File: src/design/lr_pkg.sv
// ----------------------------------------------------------------------------
// lr_pkg: shared types and constants of the line rasteriser
// Coordinate widths, register indexes, command codes and the structs that
// pass between the front end, the command queue and the drawing engine.
// ----------------------------------------------------------------------------
package lr_pkg;

    // coordinate and derived widths
    localparam int COORD_BITS  = 10;
    localparam int DIM_W       = COORD_BITS + 1;
    localparam int ADDR_W      = 2 * COORD_BITS;
    localparam int COLOUR_W    = 8;
    localparam int ERR_W       = COORD_BITS + 3;
    localparam int E2_W        = ERR_W + 1;
    localparam int PROD_W      = COORD_BITS + DIM_W;
    localparam int CFG_IDX_W   = 2;

    // command queue geometry
    localparam int QUEUE_DEPTH = 2;
    localparam int QPTR_W      = $clog2(QUEUE_DEPTH);
    localparam int QCNT_W      = $clog2(QUEUE_DEPTH + 1);

    typedef logic [COORD_BITS-1:0] coord_t;
    typedef logic [DIM_W-1:0]      dim_t;
    typedef logic [ADDR_W-1:0]     addr_t;
    typedef logic [COLOUR_W-1:0]   colour_t;
    typedef logic signed [ERR_W-1:0] err_t;

    // register reset values
    localparam dim_t WIDTH_RESET  = DIM_W'(320);
    localparam dim_t HEIGHT_RESET = DIM_W'(240);

    // command codes
    typedef enum logic
    {
        OP_START = 1'b0,
        OP_TICK  = 1'b1
    } op_t;

    // configuration register indexes
    typedef enum logic [CFG_IDX_W-1:0]
    {
        REG_BITMAP_WIDTH  = 2'd0,
        REG_BITMAP_HEIGHT = 2'd1,
        REG_STEP_MODE     = 2'd2
    } cfg_reg_t;

    // classified command as held in the queue
    typedef struct packed
    {
        op_t     op;
        coord_t  start_x;
        coord_t  start_y;
        coord_t  end_x;
        coord_t  end_y;
        colour_t colour;
        err_t    delta_x;
        err_t    neg_delta_y;
        logic    dir_x_neg;
        logic    dir_y_neg;
    } lr_cmd_t;

    // engine status seen by the top level
    typedef struct packed
    {
        logic busy;
        logic pix_pending;
    } lr_status_t;

endpackage

File: src/design/lr_intf.sv
// ----------------------------------------------------------------------------
// lr_intf: channel interfaces of the line rasteriser
// Command channel, pixel channel and configuration write channel, each a
// valid/ready handshake with a source and a sink modport.
// ----------------------------------------------------------------------------
interface lr_cmd_if import lr_pkg::*; ();
    logic    valid;
    logic    ready;
    logic    op;
    coord_t  start_x;
    coord_t  start_y;
    coord_t  end_x;
    coord_t  end_y;
    colour_t line_colour;

    modport source (output valid, output op, output start_x, output start_y,
                    output end_x, output end_y, output line_colour, input ready);
    modport sink   (input valid, input op, input start_x, input start_y,
                    input end_x, input end_y, input line_colour, output ready);
endinterface

interface lr_pix_if import lr_pkg::*; ();
    logic    valid;
    logic    ready;
    coord_t  dst_col;
    coord_t  dst_row;
    addr_t   pixel_address;
    colour_t pixel_value;
    logic    in_bounds;
    logic    last_pixel;

    modport source (output valid, output dst_col, output dst_row,
                    output pixel_address, output pixel_value, output in_bounds,
                    output last_pixel, input ready);
    modport sink   (input valid, input dst_col, input dst_row,
                    input pixel_address, input pixel_value, input in_bounds,
                    input last_pixel, output ready);
endinterface

interface lr_cfg_if import lr_pkg::*; ();
    logic                 valid;
    logic                 ready;
    logic [CFG_IDX_W-1:0] index;
    dim_t                 data;

    modport source (output valid, output index, output data, input ready);
    modport sink   (input valid, input index, input data, output ready);
endinterface

File: src/design/line_rasterizer.sv
// ----------------------------------------------------------------------------
// line_rasterizer: Bresenham line generator for a blitter
// Start beats load a line, tick beats on an active line each give one pixel write beat.
// ----------------------------------------------------------------------------
// A start beat loads both endpoints and a colour and gives no pixel; a later
// start replaces a line still in progress. Each tick beat while a line is
// active gives one pixel beat (column, flipped row, linear address, colour,
// in-bounds flag, last flag on the far endpoint); a tick with no active line
// is swallowed. The engine takes one command a cycle unless the pixel channel
// stalls it, so ticks sent back to back give one pixel per clock; that rate
// is set by the Bresenham step register loop in the engine. A tick passes the
// front register, the queue, the pixel stage and the address multiply into
// the output register before its pixel beat is presented. Configuration
// registers are taken at any time and must be written only while no command
// or pixel is in flight.
// ----------------------------------------------------------------------------
module line_rasterizer import lr_pkg::*;
(
    input  logic     clk,
    input  logic     rst_n,
    lr_cmd_if.sink   cmd,
    lr_pix_if.source pix,
    lr_cfg_if.sink   cfg
);

    dim_t       width_reg;
    dim_t       height_reg;
    logic       mode_reg;
    lr_cmd_t    f_entry;
    logic       f_valid;
    logic       f_ready;
    lr_cmd_t    q_entry;
    logic       q_valid;
    logic       q_ready;
    lr_status_t eng_status;

    // configuration registers
    assign cfg.ready = 1'b1;

    always_ff @(posedge clk or negedge rst_n)
    begin
        if (!rst_n)
        begin
            width_reg  <= WIDTH_RESET;
            height_reg <= HEIGHT_RESET;
            mode_reg   <= 1'b0;
        end
        else if (cfg.valid && cfg.ready)
        begin
            unique case (cfg_reg_t'(cfg.index))
                REG_BITMAP_WIDTH:  width_reg  <= cfg.data;
                REG_BITMAP_HEIGHT: height_reg <= cfg.data;
                REG_STEP_MODE:     mode_reg   <= cfg.data[0];
                default:           ;
            endcase
        end
    end

    // command front end
    lr_front u_front
    (
        .clk     (clk),
        .rst_n   (rst_n),
        .cmd     (cmd),
        .q_entry (f_entry),
        .q_valid (f_valid),
        .q_ready (f_ready)
    );

    // command queue
    lr_queue u_queue
    (
        .clk        (clk),
        .rst_n      (rst_n),
        .push_entry (f_entry),
        .push_valid (f_valid),
        .push_ready (f_ready),
        .pop_entry  (q_entry),
        .pop_valid  (q_valid),
        .pop_ready  (q_ready)
    );

    // drawing engine
    lr_back u_back
    (
        .clk           (clk),
        .rst_n         (rst_n),
        .q_entry       (q_entry),
        .q_valid       (q_valid),
        .q_ready       (q_ready),
        .bitmap_width  (width_reg),
        .bitmap_height (height_reg),
        .step_mode     (mode_reg),
        .pix           (pix),
        .status        (eng_status)
    );

`ifndef SYNTHESIS
    // a start taken by the engine always leaves a line active
    a_start_sets_busy: assert property (@(posedge clk) disable iff (!rst_n)
        (q_valid && q_ready && (q_entry.op == OP_START)) |=> eng_status.busy)
        else $error("start command did not activate the engine");

    // a tick with no active line makes no pixel
    a_idle_tick_dropped: assert property (@(posedge clk) disable iff (!rst_n)
        (q_valid && q_ready && (q_entry.op == OP_TICK) && !eng_status.busy)
        |=> !eng_status.pix_pending)
        else $error("idle tick produced a pixel");

    // a tick on an active line always makes a pixel
    a_busy_tick_emits: assert property (@(posedge clk) disable iff (!rst_n)
        (q_valid && q_ready && (q_entry.op == OP_TICK) && eng_status.busy)
        |=> eng_status.pix_pending)
        else $error("busy tick lost its pixel");
`endif

endmodule

File: src/design/lr_front.sv
// ----------------------------------------------------------------------------
// lr_front: command front end
// Takes command beats, works out the line deltas and directions for a start
// and registers the classified command for the queue.
// ----------------------------------------------------------------------------
module lr_front import lr_pkg::*;
(
    input  logic      clk,
    input  logic      rst_n,
    lr_cmd_if.sink    cmd,
    output lr_cmd_t   q_entry,
    output logic      q_valid,
    input  logic      q_ready
);

    logic    valid_reg;
    lr_cmd_t entry_reg;
    lr_cmd_t entry_next;
    coord_t  abs_dx;
    coord_t  abs_dy;
    err_t    dx_ext;
    err_t    dy_ext;

    // stage takes a beat when empty or when the queue takes its content
    assign cmd.ready = !valid_reg || q_ready;

    // absolute deltas and directions
    always_comb
    begin
        abs_dx = (cmd.end_x >= cmd.start_x) ? (cmd.end_x - cmd.start_x)
                                            : (cmd.start_x - cmd.end_x);
        abs_dy = (cmd.end_y >= cmd.start_y) ? (cmd.end_y - cmd.start_y)
                                            : (cmd.start_y - cmd.end_y);
        dx_ext = $signed({{(ERR_W-COORD_BITS){1'b0}}, abs_dx});
        dy_ext = $signed({{(ERR_W-COORD_BITS){1'b0}}, abs_dy});

        entry_next.op          = op_t'(cmd.op);
        entry_next.start_x     = cmd.start_x;
        entry_next.start_y     = cmd.start_y;
        entry_next.end_x       = cmd.end_x;
        entry_next.end_y       = cmd.end_y;
        entry_next.colour      = cmd.line_colour;
        entry_next.delta_x     = dx_ext;
        entry_next.neg_delta_y = -dy_ext;
        entry_next.dir_x_neg   = !(cmd.start_x < cmd.end_x);
        entry_next.dir_y_neg   = !(cmd.start_y < cmd.end_y);
    end

    // valid flag
    always_ff @(posedge clk or negedge rst_n)
    begin
        if (!rst_n)
        begin
            valid_reg <= 1'b0;
        end
        else if (cmd.ready)
        begin
            valid_reg <= cmd.valid;
        end
    end

    // payload
    always_ff @(posedge clk)
    begin
        if (cmd.valid && cmd.ready)
        begin
            entry_reg <= entry_next;
        end
    end

    assign q_valid = valid_reg;
    assign q_entry = entry_reg;

endmodule

File: src/design/lr_queue.sv
// ----------------------------------------------------------------------------
// lr_queue: command queue
// Short first-in first-out buffer between the front end and the engine so
// that either side can stall without holding up the other.
// ----------------------------------------------------------------------------
module lr_queue import lr_pkg::*;
(
    input  logic    clk,
    input  logic    rst_n,
    input  lr_cmd_t push_entry,
    input  logic    push_valid,
    output logic    push_ready,
    output lr_cmd_t pop_entry,
    output logic    pop_valid,
    input  logic    pop_ready
);

    lr_cmd_t            store_reg [QUEUE_DEPTH];
    logic [QPTR_W-1:0]  wr_ptr_reg;
    logic [QPTR_W-1:0]  rd_ptr_reg;
    logic [QCNT_W-1:0]  count_reg;
    logic               push;
    logic               pop;

    assign push_ready = (count_reg != QCNT_W'(QUEUE_DEPTH));
    assign pop_valid  = (count_reg != '0);
    assign push       = push_valid && push_ready;
    assign pop        = pop_valid && pop_ready;
    assign pop_entry  = store_reg[rd_ptr_reg];

    // pointers and fill count
    always_ff @(posedge clk or negedge rst_n)
    begin
        if (!rst_n)
        begin
            wr_ptr_reg <= '0;
            rd_ptr_reg <= '0;
            count_reg  <= '0;
        end
        else
        begin
            if (push)
            begin
                wr_ptr_reg <= (wr_ptr_reg == QPTR_W'(QUEUE_DEPTH - 1)) ? '0
                                                                     : wr_ptr_reg + 1'b1;
            end
            if (pop)
            begin
                rd_ptr_reg <= (rd_ptr_reg == QPTR_W'(QUEUE_DEPTH - 1)) ? '0
                                                                     : rd_ptr_reg + 1'b1;
            end
            if (push && !pop)
            begin
                count_reg <= count_reg + 1'b1;
            end
            else if (pop && !push)
            begin
                count_reg <= count_reg - 1'b1;
            end
        end
    end

    // entry storage
    always_ff @(posedge clk)
    begin
        if (push)
        begin
            store_reg[wr_ptr_reg] <= push_entry;
        end
    end

endmodule

File: src/design/lr_back.sv
// ----------------------------------------------------------------------------
// lr_back: line drawing engine
// Holds the current line, takes one command a cycle from the queue unless
// stalled, makes one Bresenham step per busy tick and forms the pixel beat
// in two stages (flip and bounds; address multiply into the output register).
// ----------------------------------------------------------------------------
module lr_back import lr_pkg::*;
(
    input  logic       clk,
    input  logic       rst_n,
    input  lr_cmd_t    q_entry,
    input  logic       q_valid,
    output logic       q_ready,
    input  dim_t       bitmap_width,
    input  dim_t       bitmap_height,
    input  logic       step_mode,
    lr_pix_if.source   pix,
    output lr_status_t status
);

    // line state
    logic    busy_reg;
    coord_t  cur_x_reg;
    coord_t  cur_y_reg;
    coord_t  tgt_x_reg;
    coord_t  tgt_y_reg;
    err_t    dx_reg;
    err_t    ndy_reg;
    err_t    err_reg;
    logic    dxn_reg;
    logic    dyn_reg;
    colour_t colour_reg;

    // pixel stage
    logic    s1_valid_reg;
    coord_t  s1_col_reg;
    coord_t  s1_row_reg;
    colour_t s1_colour_reg;
    logic    s1_inb_reg;
    logic    s1_last_reg;

    // output register
    logic    o_valid_reg;
    coord_t  o_col_reg;
    coord_t  o_row_reg;
    addr_t   o_addr_reg;
    colour_t o_colour_reg;
    logic    o_inb_reg;
    logic    o_last_reg;

    logic                 o_free;
    logic                 s1_free;
    logic                 pop;
    logic                 do_start;
    logic                 emit;
    logic                 at_end;
    logic                 inb;
    dim_t                 height_m1;
    dim_t                 row_full;
    logic signed [E2_W-1:0] e2;
    logic                 x_ok;
    logic                 y_ok;
    logic                 step_x;
    logic                 step_y;
    err_t                 err_next;
    coord_t               x_next;
    coord_t               y_next;
    logic [PROD_W-1:0]    addr_full;

    // handshake between the stages
    assign o_free   = !o_valid_reg || pix.ready;
    assign s1_free  = !s1_valid_reg || o_free;
    assign q_ready  = s1_free;
    assign pop      = q_valid && s1_free;
    assign do_start = pop && (q_entry.op == OP_START);
    assign emit     = pop && (q_entry.op == OP_TICK) && busy_reg;

    // current pixel: flip, bounds and endpoint
    always_comb
    begin
        height_m1 = bitmap_height - DIM_W'(1);
        row_full  = height_m1 - {1'b0, cur_y_reg};
        inb       = ({1'b0, cur_x_reg} < bitmap_width) && ({1'b0, cur_y_reg} < bitmap_height);
        at_end    = (cur_x_reg == tgt_x_reg) && (cur_y_reg == tgt_y_reg);
    end

    // one Bresenham step
    always_comb
    begin
        e2       = $signed({err_reg, 1'b0});
        x_ok     = e2 >= $signed({ndy_reg[ERR_W-1], ndy_reg});
        y_ok     = e2 <= $signed({dx_reg[ERR_W-1], dx_reg});
        step_x   = x_ok;
        step_y   = x_ok ? (!step_mode && y_ok) : y_ok;
        err_next = err_reg + (step_x ? ndy_reg : '0) + (step_y ? dx_reg : '0);
        x_next   = step_x ? (dxn_reg ? cur_x_reg - COORD_BITS'(1) : cur_x_reg + COORD_BITS'(1))
                          : cur_x_reg;
        y_next   = step_y ? (dyn_reg ? cur_y_reg - COORD_BITS'(1) : cur_y_reg + COORD_BITS'(1))
                          : cur_y_reg;
    end

    // busy flag
    always_ff @(posedge clk or negedge rst_n)
    begin
        if (!rst_n)
        begin
            busy_reg <= 1'b0;
        end
        else if (do_start)
        begin
            busy_reg <= 1'b1;
        end
        else if (emit && at_end)
        begin
            busy_reg <= 1'b0;
        end
    end

    // line registers, loaded on start and advanced on each busy tick
    always_ff @(posedge clk)
    begin
        if (do_start)
        begin
            cur_x_reg  <= q_entry.start_x;
            cur_y_reg  <= q_entry.start_y;
            tgt_x_reg  <= q_entry.end_x;
            tgt_y_reg  <= q_entry.end_y;
            dx_reg     <= q_entry.delta_x;
            ndy_reg    <= q_entry.neg_delta_y;
            err_reg    <= q_entry.delta_x + q_entry.neg_delta_y;
            dxn_reg    <= q_entry.dir_x_neg;
            dyn_reg    <= q_entry.dir_y_neg;
            colour_reg <= q_entry.colour;
        end
        else if (emit && !at_end)
        begin
            cur_x_reg <= x_next;
            cur_y_reg <= y_next;
            err_reg   <= err_next;
        end
    end

    // stage valid flags
    always_ff @(posedge clk or negedge rst_n)
    begin
        if (!rst_n)
        begin
            s1_valid_reg <= 1'b0;
            o_valid_reg  <= 1'b0;
        end
        else
        begin
            if (s1_free)
            begin
                s1_valid_reg <= emit;
            end
            if (o_free)
            begin
                o_valid_reg <= s1_valid_reg;
            end
        end
    end

    // pixel stage payload
    always_ff @(posedge clk)
    begin
        if (emit)
        begin
            s1_col_reg    <= cur_x_reg;
            s1_row_reg    <= row_full[COORD_BITS-1:0];
            s1_colour_reg <= colour_reg;
            s1_inb_reg    <= inb;
            s1_last_reg   <= at_end;
        end
    end

    // linear address
    assign addr_full = PROD_W'(s1_row_reg) * PROD_W'(bitmap_width) + PROD_W'(s1_col_reg);

    // output register payload
    always_ff @(posedge clk)
    begin
        if (o_free && s1_valid_reg)
        begin
            o_col_reg    <= s1_col_reg;
            o_row_reg    <= s1_row_reg;
            o_addr_reg   <= addr_full[ADDR_W-1:0];
            o_colour_reg <= s1_colour_reg;
            o_inb_reg    <= s1_inb_reg;
            o_last_reg   <= s1_last_reg;
        end
    end

    assign pix.valid         = o_valid_reg;
    assign pix.dst_col       = o_col_reg;
    assign pix.dst_row       = o_row_reg;
    assign pix.pixel_address = o_addr_reg;
    assign pix.pixel_value   = o_colour_reg;
    assign pix.in_bounds     = o_inb_reg;
    assign pix.last_pixel    = o_last_reg;

    assign status.busy        = busy_reg;
    assign status.pix_pending = s1_valid_reg;

endmodule
File: src/flat_wrapper.sv
// flat-port wrapper written by rule: the top's interface ports become plain ports
module line_rasterizer_flat import lr_pkg::*;
  (clk, rst_n, cmd_valid, cmd_op, cmd_start_x, cmd_start_y, cmd_end_x, cmd_end_y, cmd_line_colour, cmd_ready, pix_valid, pix_dst_col, pix_dst_row, pix_pixel_address, pix_pixel_value, pix_in_bounds, pix_last_pixel, pix_ready, cfg_valid, cfg_index, cfg_data, cfg_ready);
  lr_cmd_if cmd_i ();
  lr_pix_if pix_i ();
  lr_cfg_if cfg_i ();
  input  logic clk;
  input  logic rst_n;
  input wire logic [$bits(cmd_i.valid)-1:0] cmd_valid;
  input wire logic [$bits(cmd_i.op)-1:0] cmd_op;
  input wire logic [$bits(cmd_i.start_x)-1:0] cmd_start_x;
  input wire logic [$bits(cmd_i.start_y)-1:0] cmd_start_y;
  input wire logic [$bits(cmd_i.end_x)-1:0] cmd_end_x;
  input wire logic [$bits(cmd_i.end_y)-1:0] cmd_end_y;
  input wire logic [$bits(cmd_i.line_colour)-1:0] cmd_line_colour;
  output wire logic [$bits(cmd_i.ready)-1:0] cmd_ready;
  output wire logic [$bits(pix_i.valid)-1:0] pix_valid;
  output wire logic [$bits(pix_i.dst_col)-1:0] pix_dst_col;
  output wire logic [$bits(pix_i.dst_row)-1:0] pix_dst_row;
  output wire logic [$bits(pix_i.pixel_address)-1:0] pix_pixel_address;
  output wire logic [$bits(pix_i.pixel_value)-1:0] pix_pixel_value;
  output wire logic [$bits(pix_i.in_bounds)-1:0] pix_in_bounds;
  output wire logic [$bits(pix_i.last_pixel)-1:0] pix_last_pixel;
  input wire logic [$bits(pix_i.ready)-1:0] pix_ready;
  input wire logic [$bits(cfg_i.valid)-1:0] cfg_valid;
  input wire logic [$bits(cfg_i.index)-1:0] cfg_index;
  input wire logic [$bits(cfg_i.data)-1:0] cfg_data;
  output wire logic [$bits(cfg_i.ready)-1:0] cfg_ready;
  assign cmd_i.valid = cmd_valid;
  assign cmd_i.op = cmd_op;
  assign cmd_i.start_x = cmd_start_x;
  assign cmd_i.start_y = cmd_start_y;
  assign cmd_i.end_x = cmd_end_x;
  assign cmd_i.end_y = cmd_end_y;
  assign cmd_i.line_colour = cmd_line_colour;
  assign cmd_ready = cmd_i.ready;
  assign pix_valid = pix_i.valid;
  assign pix_dst_col = pix_i.dst_col;
  assign pix_dst_row = pix_i.dst_row;
  assign pix_pixel_address = pix_i.pixel_address;
  assign pix_pixel_value = pix_i.pixel_value;
  assign pix_in_bounds = pix_i.in_bounds;
  assign pix_last_pixel = pix_i.last_pixel;
  assign pix_i.ready = pix_ready;
  assign cfg_i.valid = cfg_valid;
  assign cfg_i.index = cfg_index;
  assign cfg_i.data = cfg_data;
  assign cfg_ready = cfg_i.ready;
  line_rasterizer u_core (.clk(clk), .rst_n(rst_n), .cmd(cmd_i), .pix(pix_i), .cfg(cfg_i));
endmodule
File: config.mk
export PLATFORM = sky130hd
export DESIGN_NAME = line_rasterizer_flat
export DESIGN_NICKNAME = d
export VERILOG_FILES = /design/src/design/lr_pkg.sv /design/src/design/lr_intf.sv /design/src/design/line_rasterizer.sv /design/src/design/lr_front.sv /design/src/design/lr_queue.sv /design/src/design/lr_back.sv /design/src/flat_wrapper.sv
export SDC_FILE = /design/constraint.sdc
export NUM_CORES = 1
export LEC_CHECK = 0
export CORE_ASPECT_RATIO = 1.1
export CORE_MARGIN = 2
export CORE_UTILIZATION = 32
export DETAILED_ROUTE_END_ITERATION = 10
export DONT_BUFFER_PORTS = 1
export SYNTH_ARGS = -nofsm -noshare
export SYNTH_HDL_FRONTEND = slang
export SYNTH_SLANG_ARGS = --single-unit
File: constraint.sdc
create_clock -name clk -period 7.26 [get_ports clk]
set_input_delay 1.089 -clock clk [delete_from_list [all_inputs] [get_ports clk]]
set_output_delay 1.089 -clock clk [all_outputs]
set_load 0.005 [all_outputs]
-- Word level (Yosys, flattened, before mapping)
Memories as Yosys holds them, arrays and structs flattened.
Cells that the tools add are included.
- memories kept: 1
- word-level logic and storage cells: 137
- RAM bits: 148
- bits in registers: 274
- output and inout bits: 53
- bits of input ports: 67
- memory list (memory ; words ; bits a word ; rd ports ; clocked after memory_dff ; write ports ; RTL line ; text):
    u_core.u_queue.store_reg ; 2 ; 74 ; 1 ; 0 ; 1 ; lr_queue.sv:18 ; lr_cmd_t store_reg [QUEUE_DEPTH];
- multiplexer cells: 23
- equal/unequal tests: 5
- reductions and logical operators: 38
- $lt $le $gt $ge: 8
- multipliers: 1
- bitwise gates (word level): 1
- $add $sub $neg: 19
- operators by type and width (cell ; count):
    2-to-1 mux 10 bit ; 10
    2-to-1 mux 13 bit ; 4
    subtractor 10 bit ; 5
    adder 13 bit ; 3
    subtractor 10 x 1 -> 10 bit (second input constant) ; 3
    less-than comparator 10 x 11 -> 1 bit ; 2
    adder 10 x 1 -> 10 bit (second input constant) ; 2
    adder 20 x 10 -> 20 bit ; 1
    == test 10 bit ; 2
    greater-or-equal comparator 10 bit ; 2
    less-than comparator 10 bit ; 2
    multiplier 10 x 11 -> 20 bit ; 1
    greater-or-equal comparator 14 x 13 -> 1 bit ; 1
    less-or-equal comparator 14 x 13 -> 1 bit ; 1
    logical AND 1 bit ; 14
    negation 10 -> 13 bit ; 1
    nonzero test 2 bit ; 6
    AND reduction 2 bit ; 5
    logical NOT 1 bit ; 9
    2-to-1 mux 1 bit ; 7
    2-to-1 mux 2 bit ; 2
    logical OR 1 bit ; 3
    adder 1 bit (second input constant) ; 2
    adder 2 x 1 -> 2 bit (second input constant) ; 1
    other kinds (6) ; 6

-- Logic depth before layout (Yosys ltp)
Gate-level depths: netlist (run 1).
- word-level depth: 9
- depth in mapped cells: 26

-- By module
A second synthesis (run 1) with hierarchy kept.
- cells, all modules: 1887
- area, all modules: 24355.9 um^2
- modules (own cells, without submodules) (module ; cells each ; area each (um^2) ; times used ; seq. area each (um^2)):
    lr_back ; 1197 ; 13071.3 ; 1 ; 5149.9
    lr_queue ; 258 ; 5830.6 ; 1 ; 4724.5
    lr_front ; 379 ; 4516.8 ; 1 ; 2247.2
    line_rasterizer ; 53 ; 937.1 ; 1 ; 583.1

-- Least setup slack after synthesis (run 1)
No wires, ideal clock.
- path kind: register -> register
- from: register u_core.width_reg[6]
- to: register u_core.u_back.o_addr_reg[19] (netlist: u_core.u_back.pix.pixel_address[19]) (data pin)
- stages on the path, launching flop included: 22
- slack: 1440 ps
- data arrival time: 5560 ps
- clock period less this slack: 5820 ps
- path through: dfstp_2 -> clkbuf_1 -> nand2_1 -> fa_1 -> inv_1 -> fa_1 -> inv_1 -> fa_1 -> inv_1 -> fa_1 -> inv_1 -> fa_1 -> inv_1 -> ha_1 -> or4_4 -> o211a_1 -> o41ai_2 -> o21ai_1 -> or4_1 -> a31o_1 -> a21oi_2 -> xnor2_1
- word-level cells in the longest chain between the ends: 2
- ends and longest elaborated chain (element ; RTL line ; text):
    from (decl) ; line_rasterizer.sv:26 ; dim_t width_reg;
    from (signal assigned) ; line_rasterizer.sv:51 ; REG_BITMAP_WIDTH: width_reg <= cfg.data;
    multiplier 10 x 11 -> 20 bit ; lr_back.sv:178 ; assign addr_full = PROD_W'(s1_row_reg) * PROD_W'(bitmap_width) + PROD_W'(s1_col_reg);
    adder 20 x 10 -> 20 bit ; lr_back.sv:178 ;
    named net u_core.u_back.addr_full[19] ; lr_back.sv:68 ; logic [PROD_W-1:0] addr_full;
    to (signal assigned) ; lr_back.sv:187 ; o_addr_reg <= addr_full[ADDR_W-1:0];
    to (decl) ; lr_back.sv:46 ; addr_t o_addr_reg;
The timed path passes the listed nets, and every way through them passes these cells.
A chain may end at the register's enable or synchronous reset.

-- Final worst setup path (run 1)
- from: register u_core.u_back.s1_row_reg[3]
- to: register u_core.u_back.o_addr_reg[19] (netlist: u_core.u_back.pix.pixel_address[19]) (data pin)
- word-level cells in the longest chain between the ends: 2
- ends and longest elaborated chain (element ; RTL line ; text):
    from (decl) ; lr_back.sv:37 ; coord_t s1_row_reg;
    from (signal assigned) ; lr_back.sv:170 ; s1_row_reg <= row_full[COORD_BITS-1:0];
    multiplier 10 x 11 -> 20 bit ; lr_back.sv:178 ;
    adder 20 x 10 -> 20 bit ; lr_back.sv:178 ;
    named net u_core.u_back.addr_full[19] ; lr_back.sv:68 ;
The timed path passes the listed nets, and every way through them passes these cells.

==> out/qor.csv, run 1 <==
metric;value;unit
Layout area overhead;11.96;%
Final ANT Viol Nets;0;
top_reg_cell synth;edfxtp_1;
final hold viol count;0;
clock root buffer;clkbuf_16;
Filler Cells Inserted;6913;
Tcrit/Tclk final;83.03;%
die area;75300;um2
Total Routed Length;51110;um
EDFF count, synth;388;
via/cell ratio;4.653;
Post-CTS Resized;0;
largest net degree at the start of global routing;74;
Mapped Cells;1845;
most frequent cells in the layout;edfxtp_1 (388), inv_1 (253), ha_1 (187);
max cap viols;0;
Die X;261.8;um
# H-tree levels;2;
Reg2Reg Setup Slack;1230;ps
cts hold-fix bufs;0;
via count;13266;
Seq/Total Area, Yosys;53.14;%
CTS tree;built;
syn_area_per_cell;12.68;um2
Distinct cells, synth;72;
vias in the first global route;14068;
Nets;2210;
WS Path Type;reg -> reg;
status;finished clean;
FMAX;165.9;MHz
Final Skew;17.03;ps
worst-path maximum fanout;12;
routability cong.;0.8406;
met3 WL;2420;um
Worst Hold Class;in -> async;
drt initial violations;834;
fraction of layout cells with a size suffix above 1;10.17;%
clock buffer depth;3;
Worst-Margin Slew;1013;ps
WL met1;21680;um
metal2 WL;25420;um
drt first pass iters;5;
Starting Density;32.17;%
clock tree sinks;419;
final cell count without fillers;2851;
RSZ-0062 raised after global routing;no;
Ant. Diodes;0;
synthesized net count;2197;
CP Data Arrival Time;6360;ps
GRT Overall Usage;13.88;%
Setup crit start kind;flop;
Seq cells post-synth;419;
postcts setup bufs;0;
initial antenna violation count;4;
hpwl dp;38670;um
YS warnings;0;
ys async rst share;7.399;%
Final TNS setup;0;ps
max reg flops;148;
reg2reg path depth;20;
relative slew slack;32.46;%
worst r2r src;u_core.u_back.s1_row_reg[3]$_DFFE_PP_;
number of I/O port buffers;0;
CP required;7590;ps
Final min period;6028;ps
fin. max-slew vios;0;
worst-skew pair later-pin latency;590;ps
total CTS buffers;47;
Critical Path End Type;flop;
Die Ht;287.6;um
top layer in use;met5;
first-pass GRT wire length;80380;um
grt total ovfl;0;
drc violations;0;
Worst-path clk slew;70;ps
Mapped Area;23400;um2
placed insts;2763;
I/O pin total;120;
most common cell after layout, fill and taps aside;edfxtp_1;
RR Endpoint;u_core.u_back.pix.pixel_address[19]$_DFFE_PP_;
row count;104;
WL/cell;17.93;um
core area;72740;um2
# setup viols final;0;
==> worst max-delay path by stage <==
stage                                          startpoint                                       endpoint  slack (ps)  depth (start not counted)
floorplan                 u_core.width_reg[6]$_DFFE_PN1P_  u_core.u_back.pix.pixel_address[19]$_DFFE_PP_        1440                         21
global placement    u_core.u_back.s1_row_reg[3]$_DFFE_PP_  u_core.u_back.pix.pixel_address[19]$_DFFE_PP_        1250                         20
detailed placement  u_core.u_back.s1_row_reg[3]$_DFFE_PP_  u_core.u_back.pix.pixel_address[19]$_DFFE_PP_        1220                         20
CTS                 u_core.u_back.s1_row_reg[3]$_DFFE_PP_  u_core.u_back.pix.pixel_address[19]$_DFFE_PP_        1220                         20
global route        u_core.u_back.s1_row_reg[1]$_DFFE_PP_  u_core.u_back.pix.pixel_address[19]$_DFFE_PP_         980                         18
finish              u_core.u_back.s1_row_reg[3]$_DFFE_PP_  u_core.u_back.pix.pixel_address[19]$_DFFE_PP_        1230                         20
==> through the flow <==
step / hold slack (ps) / area (um2) / util [%] / setup slack [ps]
6_report: 191.0 / 26200 / 36.02 / 1232
5_1_grt: 156.5 / 26200 / 36.02 / 979.1
4_1_cts: 157.7 / 26200 / 36.02 / 1220
3_5_place_dp: 406.3 / 24530 / 33.72 / 1223
3_3_place_gp: 409.2 / 24530 / 33.72 / 1246
2_1_floorplan: 400.3 / 23400 / - / 1440
==> layer usage <==
layer / up-vias / GRT usage (%)
met5: - / 0
met4: 2 / 4.659
met3: 86 / 2.712
met2: 279 / 24.25
met1: 6482 / 17.06
li1: 6417 / -
==> cell type report <==
class	count	area (um2)	share of cell area [%]
inverters	254	953.4	3.639
repair buffers	14	105.1	0.4012
clock buffers	53	1220	4.657
clock inverters	35	450.4	1.719
flip-flops and latches	419	12440	47.48
multi-input cells	1122	9837	37.55
well taps	954	1194	4.556
==> cell families after synthesis <==
| logic type | count (synthesis) | synth area share (%) |
|---|---|---|
| DFF | 419 | 53.14 |
| and+or+nand+nor | 354 | 7.385 |
| other | 1 | 0.01603 |
| buffers and inverters | 304 | 4.909 |
| adders and majority gates | 285 | 18.38 |
| xor gates and xnor gates | 111 | 4.187 |
| AOI/OAI and AO/OA | 273 | 7.401 |
| muxes | 98 | 4.577 |
==> Yosys cell counts (3+ instances only) <==
cell type	instances	share of area (%)
nand2_1	132	2.1
inv_1	254	4.1
nand3b_1	5	0.16
nand4_1	12	0.32
o211ai_1	3	0.096
o21bai_1	12	0.39
nor2_1	70	1.1
o21ai_0	63	1.3
xor2_1	36	1.3
a21oi_1	88	1.9
o21ai_1	3	0.064
and2_1	52	1.4
fa_1	98	8.4
xnor2_1	74	2.8
nand2b_1	16	0.43
a211oi_1	14	0.45
dfrtp_1	25	2.7
ha_1	187	10
or3_1	4	0.11
a31oi_1	7	0.19
nor2b_1	18	0.48
a21oi_2	3	0.11
and3_1	3	0.080
or2_2	3	0.080
nor3_1	12	0.26
clkbuf_1	44	0.71
nand3_1	12	0.26
a21o_1	36	1.2
dfstp_2	6	0.67
edfxtp_1	388	50
a21boi_0	5	0.16
mux2i_1	28	1.2
mux2_2	69	3.3
o21a_1	13	0.42
==> worst max-delay path, stage by stage (launching register included) <==
cell and delay, ps:
edfxtp_1 590, nand2_1 140, fa_1 560, inv_1 50
fa_1 490, inv_1 50, fa_1 480, inv_1 50
fa_1 530, inv_1 50, fa_1 520, inv_1 40
ha_1 220, or4_4 430, o211a_1 250, o41ai_2 260
o21ai_1 150, or4_1 450, a31o_1 240, a21oi_2 150
xnor2_1 70
Power of run 1 is left out: the tool's default activity adds up to more than one toggle a clock period on the data nets, which glitch-free logic cannot reach.
==> run 2: changes to the inputs <==
==> constraint.sdc (replaced) <==
create_clock -name clk -period 4.98 [get_ports clk]
set_input_delay 0.747 -clock clk [delete_from_list [all_inputs] [get_ports clk]]
set_output_delay 0.747 -clock clk [all_outputs]
set_load 0.005 [all_outputs]
==> run 2 against run 1 <==
Against the previous run:
- the run now ends with negative setup slack left
- clock skew increased by 17 ps
- die area unchanged
- first-iteration DRC count decreased by 9.8%
- fmax increased by 9.2%
- wire length increased by 1.1%
- critical path depth increased by 1
- utilization increased by 1.4 points
- global-route usage about the same
- flip-flop and latch count unchanged
- cell count increased by 3.3%
- clock-buffer cell count increased by 3
==> out/qor.csv, run 2 (synthesis gave the netlist of run 1 again) <==
metric;value;unit
status;finished with violations;
violated checks;negative setup slack;
drc violations;0;
die area;75300;um2
total CTS buffers;47;
Starting Density;32.17;%
CP Data Arrival Time;5850;ps
grt total ovfl;0;
Total Routed Length;51680;um
drt first pass iters;4;
Tcrit/Tclk final;110.8;%
clock buffer depth;3;
most common cell after layout, fill and taps aside;edfxtp_1;
max cap viols;0;
PnR worst setup slack;-538.7;ps
clock tree sinks;419;
initial antenna violation count;0;
CP required;5320;ps
# H-tree levels;2;
worst r2r src;u_core.u_back.s1_row_reg[2]$_DFFE_PP_;
Placed Area;25140;um2
Die X;261.8;um
design area;27180;um2
fin. max-slew vios;0;
worst-skew pair later-pin latency;610;ps
# setup viols final;5;
I/O pin total;120;
Layout area overhead;16.18;%
HP Start;cmd_start_x[2];
most frequent cells in the layout;edfxtp_1 (388), inv_1 (240), ha_1 (170);
worst path cell trace;buf_4 > nand2_2 > fa_1 > inv_1 > fa_1 > inv_1 > fa_1 > inv_1 > fa_1 > inv_1 > fa_1 > inv_1 > ha_2 > or4_4 > o211a_4 > o41ai_4 > o21ai_2 > or4_4 > a31o_1 > a21oi_2 > xnor2_1;
CTS tree;built;
Final TNS setup;-1117;ps
Worst-path clk slew;60;ps
Critical path origin;u_core.u_back.s1_row_reg[2]$_DFFE_PP_;
first-pass GRT wire length;80690;um
Die Ht;287.6;um
Ant. Diodes;0;
clock root buffer;clkbuf_16;
drt initial violations;752;
Final min period;5519;ps
worst-path maximum fanout;4;
CP peak stage delay;480;ps
Final ANT Viol Nets;0;
largest net degree at the start of global routing;72;
RSZ-0062 raised after global routing;yes;
core area;72740;um2
WL/cell;17.55;um
via/cell ratio;4.611;
relative slew slack;52.38;%
Critical Path End Type;flop;
vias in the first global route;14071;
hpwl dp;39690;um
footprint of the multi-input gates;10140;um2
via count;13578;
Reg area;12440;um2
FMAX;181.2;MHz
Setup crit start kind;flop;
number of I/O port buffers;0;
Worst-Margin Slew;712.1;ps
Final Skew;34.18;ps
WS Path Type;reg -> reg;
Nets;2307;
Worst Hold Class;in -> reg;
row count;104;
Reg2Reg Setup Slack;-540;ps
Filler Cells Inserted;6879;
routability cong.;0.8754;
max reg flops;148;
GRT Overall Usage;13.88;%
final hold viol count;0;
fraction of layout cells with a size suffix above 1;17.68;%
Worst path slowest cell;fa_1;
## run 2: changes by cell type in the layout (fill, tap and decap cells not counted), sizes merged
cell         previous run  this run
buf                    14       110
bufinv                  8         3
clkbuf                 53        56
clkinv                 18        19
dlygate4sd3             0         1
inv                   258       256
## run 2: worst paths after layout
check | end | cells after the start
worst min-delay path | u_core.u_front.q_entry[68]$_DFFE_PP_ | 0
min in group asynchronous | u_core.width_reg[4]$_DFFE_PN0P_ | 2
max in group asynchronous | u_core.width_reg[8]$_DFFE_PN1P_ | 2
worst max-delay path | u_core.u_back.pix.pixel_address[19]$_DFFE_PP_ | 21
worst max register to register | u_core.u_back.pix.pixel_address[19]$_DFFE_PP_ | 21
worst min register to register | u_core.u_back.pix.last_pixel$_DFFE_PP_ | 0
## run 2: layout make-up
type	count	share of cell area (%)
inverter	254	3.507
clock buffer	56	4.524
tap	954	4.391
sequential	419	45.76
clock inverter	29	1.114
timing repair buffer	111	3.392
multi-input combinational	1122	37.31
## run 2: timing repair
item / 4_1_cts / 5_1_grt
setup buffers: 3 / 19
resized for setup: 9 / 77
pin swaps: 13 / 62
setup endpoints to repair: 9 / 14
hold buffers: 2 / 0
endpoints found under the hold margin: 31 / 0
## run 2: worst max-delay path: cells and delay by family, from the launching register on
family / cells / cell delay (ps)
adder cells (fa/ha/maj): 6 / 2520
AO/OA/AOI/OAI: 5 / 940
AND/OR/NAND/NOR: 3 / 890
flip-flops: 1 / 440
buffers and inverters: 6 / 390
XOR/XNOR: 1 / 90
## run 2: through the flow
stage | hold slack (ps) | util (%) | setup slack (ps) | instances
after floorplan | 400.3 | - | -563.8 | 1845
after global placement | 402.6 | 34.56 | -748.8 | 2837
after detailed placement | 404.5 | 34.56 | -815.1 | 2837
after CTS | 195.9 | 36.79 | -603.2 | 2927
after global routing | 195.8 | 37.37 | -722.0 | 2945
final | 228.7 | 37.37 | -538.7 | 2945
## run 2: layer usage
layer / up-vias / wire length (um) / track usage, %
met5: - / 0 / 0
met4: 0 / 1002 / 3.636
met3: 65 / 2148 / 2.518
li1: 6611 / - / -
met1: 6691 / 22110 / 17.25
met2: 211 / 26420 / 24.66
Power of run 2 is left out for the same reason.
